==> src/sv/cfwa_ram.sv <==
// Generic simple dual-port RAM with registered read.
module cfwa_ram #(
  parameter int WIDTH = 16,
  parameter int DEPTH = 64
) (
  input  logic                     clk,
  input  logic                     we,
  input  logic [$clog2(DEPTH)-1:0] waddr,
  input  logic [WIDTH-1:0]         wdata,
  input  logic [$clog2(DEPTH)-1:0] raddr,
  output logic [WIDTH-1:0]         rdata
);

  logic [WIDTH-1:0] mem [DEPTH];

  always_ff @(posedge clk) begin
    if (we) begin
      mem[waddr] <= wdata;
    end
    rdata <= mem[raddr];
  end

endmodule
==> config.mk <==
export PLATFORM = sky130hd
export DESIGN_NAME = cfwa_ram
export DESIGN_NICKNAME = d
export VERILOG_FILES = /design/src/sv/cfwa_ram.sv
export SDC_FILE = /design/constraint.sdc
export NUM_CORES = 1
export LEC_CHECK = 0
export BUFFER_PORTS_ARGS = -buffer_cell sky130_fd_sc_hd__buf_2
export CAP_MARGIN = 20
export CORE_UTILIZATION = 63
export DETAILED_ROUTE_END_ITERATION = 16
export PLACE_DENSITY = 0.87
export SYNTH_ARGS = -nofsm -noshare
export SYNTH_HDL_FRONTEND = slang
export SYNTH_SLANG_ARGS = --single-unit
==> constraint.sdc <==
create_clock -name clk -period 3.1 [get_ports clk]
set_input_delay 0.155 -clock clk [delete_from_list [all_inputs] [get_ports clk]]
set_output_delay 0.155 -clock clk [all_outputs]
set_load 0.02 [all_outputs]
## Yosys cells after proc, flatten, opt, wreduce, memory -nomap -nowiden

Memory sizes are Yosys's and may differ from the RTL's. A register that Yosys moved wholly into a read port is not among the register bits.
Cells that the tools add are included.

| operators by class | value |
|---|---|
| $add $sub $neg | 0 |
| multipliers | 0 |
| divide/modulo/power cells | 0 |
| $lt $le $gt $ge | 0 |
| eq/ne operators | 0 |
| shift-type cells | 0 |
| multiplexer cells | 2 |
| bitwise operators | 0 |
| reductions and logical operators | 0 |

Operators with widths:

| operator | count |
|---|---|
| 2-to-1 mux 1 bit | 2 |

| storage, ports and cells | value |
|---|---|
| register bits after elaboration | 0 |
| latch bits | 0 |
| memory bits (writable) | 1024 |
| bits in read-only memories | 0 |
| bits of input ports | 30 |
| output and inout bits | 16 |
| logic and storage cells | 3 |
| memories | 1 |

Memories:

| memory | depth | bits a word | rd ports | clocked after memory_dff | write ports | line | source |
|---|---|---|---|---|---|---|---|
| mem | 64 | 16 | 1 | 1 | 1 | 14 | `logic [WIDTH-1:0] mem [DEPTH];` |

## Depth between registers and ports, before layout

Gate-level depths: netlist of run 1.

| depth | value |
|---|---|
| depth in word-level cells | 2 |
| depth in mapped cells | 10 |
| depth with buffers taken out | 5 |

## Least setup slack after synthesis of run 1

OpenSTA, ideal clock, no wires.

| timing | value |
|---|---|
| path type | input port to flip-flop |
| start | in waddr[3] |
| end | mem mem[48][0] (enable) |
| library setup time | 0.409 ns |
| arrival | 1.781 ns |
| required time | 2.691 ns |
| setup slack | 0.910 ns |
| stages on the path | 4 |
| path buffers | 1 |
| cell sequence | clkbuf_1 -> nor2b_1 -> nand4b_1 -> nor3_1 |

RTL lines:

| item | line | source |
|---|---|---|
| start: declaration | 8 | `input logic [$clog2(DEPTH)-1:0] waddr,` |
| end: declaration | 14 |  |

No word-level cell before the write port.

==> results of run 1 <==
-- metrics by stage --
| stage | cells | power [mW] | hold WS (ns) |
|---|---|---|---|
| after floorplan | 1829 | 16.7 | 0.254 |
| after CTS | 2916 | 29.0 | 0.0297 |
| after global placement | 2742 | 17.3 | 0.574 |
| after global routing | 2930 | 29.6 | 0.0232 |
| final | 2933 | 29.0 | 0.0420 |
| after detailed placement | 2743 | 17.4 | 0.580 |
-- layout make-up --
cell class                      count  area (sq um)
Sequential cell                  1040         31100
Multi-Input combinational cell    685          8250
Clock buffer                      131          2740
Fill cell                        3323         17900
Tap cell                          846          1060
Timing Repair Buffer              184          1530
Clock inverter                     42           408
Antenna cell                        5          12.5
-- power by group through the flow --
stage / sequential (mW) / clock, mW / combinational (mW)
6_report: 15.6 / 11.8 / 1.53
2_1_floorplan: 15.9 / 0 / 0.806
4_1_cts: 15.6 / 11.9 / 1.47
3_5_place_dp: 15.9 / 0 / 1.43
5_1_grt: 15.6 / 12.4 / 1.58
3_3_place_gp: 15.9 / 0 / 1.38
-- metal layers --
| metal | vias up | GRT usage | routed length [um] | part of all wire |
|---|---|---|---|---|
| li1 | 8025 | - | - | - |
| met1 | 10500 | 0.407 | 32600 | 0.33 |
| met4 | 10 | 0.157 | 5950 | 0.059 |
| met5 | - | 0 | 96 | 0.00096 |
| met3 | 364 | 0.0693 | 12100 | 0.12 |
| met2 | 1707 | 0.521 | 49300 | 0.49 |
-- cells by family (layout without fill, tap and decap cells) --
group                  count (synthesis)  count (layout)  share of synthesized area
AO/OA/AOI/OAI                        129             129                     0.0241
flip-flops                          1040            1040                      0.776
buffers and inverters                104             357                     0.0183
other                                  0               5                          0
multiplexers                         336             336                      0.155
AND/OR/NAND/NOR                      220             220                     0.0265
-- worst reg2reg max path, delay by kind of cell, from the launching register on --
family | cells | cell delay [ns]
DFF | 1 | 0.37
muxes | 2 | 0.90
AOI/OAI and AO/OA | 3 | 0.79
-- cell usage in the layout, fill, tap and decap left out, types with 27 or more instances in the layout --
cell and instances:
buf_4 116, nor2b_1 30, nor2_1 72, buf_2 42
mux2_2 27, nand2_1 59, a22oi_1 39, mux2i_1 85
edfxtp_1 1024, clkbuf_16 102, mux4_2 220
-- state kept, by name (all words and copies together) (netlist names) --
| register | flops |
|---|---|
| mem | 1024 |
| rdata | 16 |
-- worst paths after layout --
kind	start	end	slack, ns	cells after the start
hold / removal	wdata[8]	mem[20][8]	0.04	1
setup / recovery	raddr[2]	rdata[10]	0.83	6
setup reg to reg	mem[22][0]	rdata[0]	0.89	5
hold reg to reg	mem[26][14]	rdata[14]	0.90	4
==> impl_metrics.csv, run 1 <==
group,metric,value,unit
run_status,status,"completed",
die,start_util,0.636,
finish,fin_util,0.716,
clock_tree,numClockSinks,1040,
global_routing,grt_first_pass_wirelength,142000,um
die,die_area,64600,sq um
synth,ys.flop_type,"edfxtp_1",
die,die_w,254,um
setup_path,critPathLaunchType,"input pin",
clock_tree,clkLatencyLatePin,0.66,ns
placed_design,placed_cell_area,41700,sq um
sta,tns,0,ns
clock_tree,cts_resized,0,
synth,synth_seq_area_share,0.776,
clock_tree,clk_pin_slew_worst_paths,0.06,ns
clock_tree,root_buffer,"clkbuf_16",
power,power_switching_share,0.210,
global_routing,grt_pass1_vias,20700,
synth,syn-cell-area,40000,sq um
clock_tree,ctsHoldBuffers,0,
global_routing,grt_max_degree,76,
synth,synth-warning-count,0,
synth,ys_ff_latch,1040,
die,fp.dieH,254,um
synth,synth_top_area_cell,"edfxtp_1",
setup_path,crit_chain,"clkbuf_8 -> buf_12 -> mux4_2 -> a22oi_1 -> nand3_1 -> and4_1",
global_routing,antenna_found_initial,11,
finish,final_nets,2038,
setup_path,required,3.64,ns
synth,synth.most_common_cell,"edfxtp_1",
sta,max_slew_margin,0.262,
finish,fin_area,45100,sq um
clock_tree,cts_tree,"yes",
setup_path,endpoint_kind,"flip-flop",
detailed_routing,viasPerCell,7.01,
setup_path,worst-path-max-fanout,75,
detailed_routing,totalWireLength,100000,um
die,fp-row-count,92,
detailed_routing,vias,20600,
synth,syn_inst,1829,
placed_design,place_hpwl,55700,um
placed_design,place_congestion,0.900,
detailed_routing,wl_per_cell,34.1,um
sta,setup_viol,0,
setup_path,slowest_delay,0.48,ns
sta,finalHoldViolCount,0,
placed_design,port_buffers,45,
power,peakVddDrop,0.500,mV
power,power_frac_seq,0.539,
clock_tree,cts_buffers,97,
power,comb_power_share,0.053,
setup_path,cp.arrival,2.81,ns
run,drv_cap,0,
clock_tree,ctsHtreeMaxLevel,3,
power,p_leak,14.5,nW
power,power_density,643,nW/um^2
placed_design,pre_cts_ws,0.346,ns
clock_tree,cts.path.max_buffers,3,
setup_path,critPathKind,"input pin to flip-flop",
synth,syn_area_per_cell,21.9,sq um
synth,synth_edf_count,1024,
detailed_routing,ant_nets,0,
sta,rsz0062_at_grt,"false",
setup_path,crit_slowest_cell,"clkbuf_8",
synth,yosysUniqueCellTypes,43,
setup_path,crit_buf_inv,2,
global_routing,grt_overflow_total,0,
sta,finalClockSkew,0.0248,ns
sta,fin_crit_sh,0.733,
hold_path,hp-class,"input pin to flip-flop",
power,power_frac_clock,0.408,
sta,max_freq,0.440,GHz
power,p_sw,6.09,mW
synth,yosys-top-cells-area,"edfxtp_1 (77%), mux4_2 (12%), mux2i_1 (2.1%)",
die,core-area,63000,sq um
synth,syn_nets,1859,
sta,worst_slew_pin_slew,1.11,ns
detailed_routing,drcViolationCount,0,
sta,worst_slack,0.829,ns
finish,drive_gt1_frac,0.279,
clock_tree,postCtsSetupBuffers,0,
die,ioPinCount,46,
synth,netlist.area_leader.share,0.768,
finish,synthToLayoutAreaGrowth,12.6,%
sta,period_needed,2.27,ns
synth,async_flop_share,0,
power,intPower,22.9,mW
synth,synth_common_cells,"edfxtp_1 (1024), mux4_2 (220), mux2i_1 (85)",
sta,slew_viol_final,0,
global_routing,track_usage,0.317,
setup_path,critPathTopFamily,"buffers and inverters",
detailed_routing,first_pass_iters,6,
detailed_routing,dr.first_iter.drc_count,2943,
Power figures use the tool's default switching activity.
==> inputs of run 2 (changes only) <==
CORE_UTILIZATION = 56   (was 63)
PLACE_DENSITY = 0.82   (was 0.87)
clock period = 1.82 ns   (was 3.1 ns; I/O delays follow)
==> run 2 against run 1 <==
Compared with the run above:
- the flow now finishes with violations (negative setup slack)
- largest cell class unchanged
- register-to-register slack got worse by 1.1 ns
- first-iteration DRC count decreased by 4.6%
- power increased by 73%
- combinational power increased by 99%
- worst hold slack improved by 0.021 ns
- clock power increased by 73%
- flip-flop and latch count unchanged
- global-route usage decreased by 3.9 points
- highest routed layer unchanged
- via count increased by 1.8%
- critical endpoint is now rdata[1]
==> impl_metrics.csv, run 2 (same netlist as run 1, synthesis figures left out) <==
group,metric,value,unit
clock_tree,cts_buffers,97,
placed_design,port_buffers,45,
finish,largest_registers,"mem x1024, rdata x16",
hold_path,min_to,"mem[54][14]",
setup_path,endpoint_kind,"flip-flop",
placed_design,place_hpwl,58000,um
finish,synthToLayoutAreaGrowth,18.0,%
power,p_leak,15.4,nW
setup_path,r2r-end,"rdata[1]",
die,fp-row-count,97,
placed_design,pre_cts_ws,-0.536,ns
finish,largest_reg_flops,1024,
sta,worst_slew_pin_slew,1.16,ns
finish,fin_area,47300,sq um
setup_path,r2r_cells,7,
finish,fin_util,0.671,
setup_path,critPathTopFamily,"multiplexers",
clock_tree,cts.path.max_buffers,3,
sta,slew_viol_final,0,
detailed_routing,drcViolationCount,0,
die,die_w,269,um
sta,max_freq,0.497,GHz
global_routing,antenna_found_initial,5,
sta,setup_viol,9,
detailed_routing,dr.first_iter.drc_count,2807,
global_routing,track_usage,0.278,
detailed_routing,first_pass_iters,6,
clock_tree,cts_tree,"yes",
setup_path,slowest_delay,0.50,ns
global_routing,grt_overflow_total,0,
sta,worst_slack,-0.191,ns
detailed_routing,wl_per_cell,31.7,um
sta,fin_crit_sh,1.10,
setup_path,cp.arrival,2.52,ns
sta,finalClockSkew,0.0207,ns
finish,final_nets,2187,
setup_path,crit_path_frequent_cell,"buf_4",
setup_path,worst-path-max-fanout,1,
finish,top_register,"mem",
sta,tns,-0.948,ns
detailed_routing,viasPerCell,6.58,
hold_path,min_path_cells,4,
clock_tree,clk_pin_slew_worst_paths,0.07,ns
placed_design,place_congestion,0.913,
global_routing,grt_pass1_vias,21300,
run_status,status,"finished with violations",
global_routing,grt_first_pass_wirelength,145000,um
clock_tree,numClockSinks,1040,
setup_path,crit_chain,"mux4_2 -> mux2i_2 -> buf_4 -> a22oi_2 -> a31oi_2 -> buf_4 -> a311oi_2",
setup_path,critPathKind,"flip-flop to flip-flop",
power,peakVddDrop,0.850,mV
clock_tree,clkLatencyLatePin,0.65,ns
finish,final_cells,3181,
finish,drive_gt1_frac,0.342,
clock_tree,root_buffer,"clkbuf_16",
setup_path,critPathLaunchType,"flip-flop",
placed_design,placed_cell_area,43700,sq um
hold_path,min-delay-start,"waddr[2]",
die,ioPinCount,46,
setup_path,required,2.33,ns
power,power_density,1060,nW/um^2
sta,finalHoldViolCount,0,
sta,rsz0062_at_grt,"true",
setup_path,r2r-start,"mem[7][1]",
sta,whs,0.0633,ns
die,core-area,70400,sq um
global_routing,grt_max_degree,65,
sta,max_slew_margin,0.224,
detailed_routing,vias,20900,
run,drv_cap,0,
detailed_routing,totalWireLength,101000,um
die,die_area,72600,sq um
placed_design,dp_cells,2992,
clock_tree,postCtsSetupBuffers,0,
hold_path,hp-class,"input pin to flip-flop",
setup_path,crit_buf_inv,2,
clock_tree,ctsHtreeMaxLevel,3,
die,start_util,0.569,
power,power,50.1,mW
sta,period_needed,2.01,ns
setup_path,crit_slowest_cell,"mux4_2",
setup_path,r2r_slack,-0.19,ns
run_status,violations,"negative setup slack",
finish,final_common_cell,"edfxtp_1",
die,fp.dieH,269,um
detailed_routing,ant_nets,0,
finish,final_cell_mix,"edfxtp_1 (1024), mux4_2 (220), buf_4 (213), clkbuf_16 (103), mux2i_1 (73)",
## run 2: cell count changes in the layout (fill, tap and decap cells not counted), moves of 5 or more
cell	before	now
mux2i_2	0	8
a22oi_2	0	6
mux2i_1	85	73
clkbuf_8	9	3
buf_4	116	213
clkinv_1	7	19
dlygate4sd3_1	4	9
nor2_1	72	61
buf_12	18	65
clkinv_2	20	13
a22oi_1	39	33
nor2_2	2	13
## run 2: how the worst max path moves through the flow
stage                    from  cells after the start    endpoint  slack (ns)
floorplan            waddr[5]                      4  mem[39][0]       -0.23
global placement     raddr[0]                     10    rdata[0]       -0.51
detailed placement   raddr[0]                     10    rdata[9]       -0.54
CTS                 mem[5][3]                      7    rdata[3]       -0.10
global route        mem[0][0]                      5    rdata[0]       -0.25
finish              mem[7][1]                      7    rdata[1]       -0.19
## run 2: cell type report
| cell class | instances | area, sq um |
|---|---|---|
| flip-flops and latches | 1040 | 31100 |
| fillers | 4114 | 23100 |
| multi-input cells | 685 | 8540 |
| repair buffers | 333 | 3250 |
| clock buffers | 129 | 2700 |
| well taps | 940 | 1180 |
| clock inverters | 51 | 510 |
| diodes | 3 | 7.51 |
## run 2: per-layer routing
metal	wire, um	vias up	track usage
met4	4210	6	0.107
met2	51000	1533	0.464
met1	34500	10800	0.363
li1	-	8350	-
met3	11200	267	0.0575
met5	48	-	0
## run 2: repair_timing
item | 4_1_cts | 5_1_grt
hold buffers | 8 | 1
resized for setup | 31 | 20
endpoints found under the setup margin | 11 | 13
pin swaps | 11 | 21
hold endpoints to repair | 265 | 16
## run 2: tightest hold or removal path, stage by stage
cell and delay [ns]:
buf_2 0.16, nand2_1 0.09, nor2_1 0.06, buf_4 0.15
## run 2: report_power, final
part           total [mW]  internal [mW]  switching, mW
clock                20.4           11.8           8.56
sequential           26.6           26.5          0.105
combinational        3.05           1.25           1.80
total                50.1           39.6           10.5
==> inputs of run 3 (changes only) <==
CORE_ASPECT_RATIO = 1.1   (was default)
==> run 3 against run 2 <==
Compared with the run above:
- the run still ends with negative setup slack left
- clock-buffer cell count shrank 17
- fmax down 5.1%
- flip-flop and latch count unchanged
- die area about the same
- worst setup slack lost 0.11 ns
- power down 2.7%
- highest routed layer unchanged
- cell count shrank 1.4%
- first-iteration DRC count grew 11%
- non-clock buffer count shrank 26
- utilization shrank 0.66 points
- clock power fell by 6%
==> impl_metrics.csv, run 3 (same netlist as run 1, synthesis figures left out) <==
group,metric,value,unit
sta,rsz0062_at_grt,"true",
hold_path,min-delay-start,"raddr[5]",
setup_path,worst-path-max-fanout,1,
placed_design,place_hpwl,60400,um
die,fp.dieH,282,um
sta,worst_slack,-0.300,ns
clock_tree,numClockSinks,1040,
placed_design,place_congestion,0.902,
sta,slew_viol_final,0,
die,ioPinCount,46,
global_routing,grt_first_pass_wirelength,144000,um
clock_tree,cts_buffers,94,
detailed_routing,first_pass_iters,6,
power,power_density,1040,nW/um^2
setup_path,r2r-start,"mem[31][14]",
power,peakVddDrop,0.739,mV
clock_tree,clkLatencyLatePin,0.65,ns
clock_tree,cts.path.max_buffers,3,
sta,finalHoldViolCount,0,
run_status,status,"finished with violations",
finish,final_common_cell,"edfxtp_1",
hold_path,hp-class,"input pin to flip-flop",
finish,final_nets,2158,
power,power,48.7,mW
finish,regArea,31100,sq um
run,drv_cap,0,
die,fp-row-count,102,
setup_path,crit_start,"mem[31][14]",
setup_path,r2r_cells,5,
finish,largest_registers,"mem x1024, rdata x16",
detailed_routing,dr.first_iter.drc_count,3102,
power,p_leak,15.2,nW
detailed_routing,vias,21000,
finish,drive_gt1_frac,0.334,
global_routing,antenna_found_initial,11,
die,core-area,70600,sq um
global_routing,track_usage,0.278,
sta,finalClockSkew,0.0237,ns
setup_path,critPathKind,"flip-flop to flip-flop",
global_routing,grt_overflow_total,0,
die,die_area,72600,sq um
die,die_w,257,um
placed_design,pre_cts_ws,-0.449,ns
die,start_util,0.567,
detailed_routing,viasPerCell,6.69,
setup_path,endpoint_kind,"flip-flop",
finish,largest_reg_flops,1024,
clock_tree,cts_tree,"yes",
finish,top_register,"mem",
sta,period_needed,2.12,ns
clock_tree,ctsHtreeMaxLevel,3,
sta,tns,-0.741,ns
clock_tree,clk_pin_slew_worst_paths,0.06,ns
setup_path,cp.arrival,2.66,ns
detailed_routing,totalWireLength,102000,um
finish,nFillCells,4028,
clock_tree,postCtsSetupBuffers,0,
setup_path,critPathLaunchType,"flip-flop",
detailed_routing,ant_nets,0,
sta,worst_slew_pin_slew,1.20,ns
sta,max_slew_margin,0.203,
finish,multi_input_area,8580,sq um
setup_path,r2r_slack,-0.30,ns
detailed_routing,drcViolationCount,0,
placed_design,port_buffers,45,
hold_path,min_path_cells,4,
finish,final_cell_mix,"edfxtp_1 (1024), mux4_2 (220), buf_4 (181), clkbuf_16 (98), mux2i_1 (80)",
finish,synthToLayoutAreaGrowth,17.2,%
global_routing,grt_max_degree,65,
detailed_routing,wl_per_cell,32.4,um
setup_path,required,2.36,ns
sta,fin_crit_sh,1.16,
global_routing,grt_pass1_vias,21200,
run_status,violations,"negative setup slack",
sta,setup_viol,7,
clock_tree,root_buffer,"clkbuf_16",
sta,max_freq,0.472,GHz
[run 3: cell types whose count changed in the layout (fill, tap and decap cells not counted), moves of 4 or more]
cell       delta
a22oi_2       -6
a221oi_2      +4
a221oi_1      -5
mux2i_1       +7
clkbuf_16     -5
mux2i_2       -6
buf_12        +8
buf_4        -32
a22oi_1       +6
bufinv_16     -5
clkbuf_1     -12
[run 3: cell type report]
class / count / area share
diodes: 2 / 0.000107
clock buffers: 112 / 0.0538
clock inverters: 53 / 0.00875
multi-input cells: 685 / 0.183
flip-flops and latches: 1040 / 0.662
well taps: 936 / 0.0250
repair buffers: 307 / 0.0672
[run 3: report_power, final]
part | internal, mW | switching, mW | total [mW]
sequential | 26.5 | 0.105 | 26.6
combinational | 1.21 | 1.81 | 3.02
clock | 10.6 | 8.51 | 19.1
[run 3: routing by layer]
metal | vias up | global-route usage | part of all wire
met3 | 286 | 0.0492 | 0.10
li1 | 8260 | - | -
met5 | - | 0 | 0.00079
met2 | 1615 | 0.473 | 0.51
met1 | 10800 | 0.354 | 0.34
met4 | 12 | 0.126 | 0.047
[run 3: timing repair]
item / in CTS / in global routing
endpoints found under the setup margin: 13 / 12
hold buffers: 7 / 0
resized for setup: 17 / 37
pin swaps: 8 / 23
hold endpoints to repair: 330 / 0
[run 3: worst max-delay path, stage by stage (launching register included)]
cell and delay, ns:
edfxtp_1 0.39, mux4_2 0.53, mux2_4 0.32, nand2_4 0.07, nand4_1 0.35, and4_1 0.36
[run 3: final timing paths]
check	to
worst min-delay path	rdata[4]
worst max-delay path	rdata[14]
worst min register to register	rdata[10]
worst max register to register	rdata[14]
[run 3: stage by stage]
| stage | hold slack [ns] | instance area, sq um | utilization | instances |
|---|---|---|---|---|
| 2_1_floorplan | 0.190 | 40100 | - | 1829 |
| 3_3_place_gp | 0.517 | 43600 | 0.618 | 2961 |
| 3_5_place_dp | 0.519 | 43600 | 0.618 | 2961 |
| 4_1_cts | 0.0620 | 46700 | 0.661 | 3133 |
| 5_1_grt | 0.0713 | 46900 | 0.665 | 3133 |
| 6_report | 0.0846 | 46900 | 0.665 | 3135 |
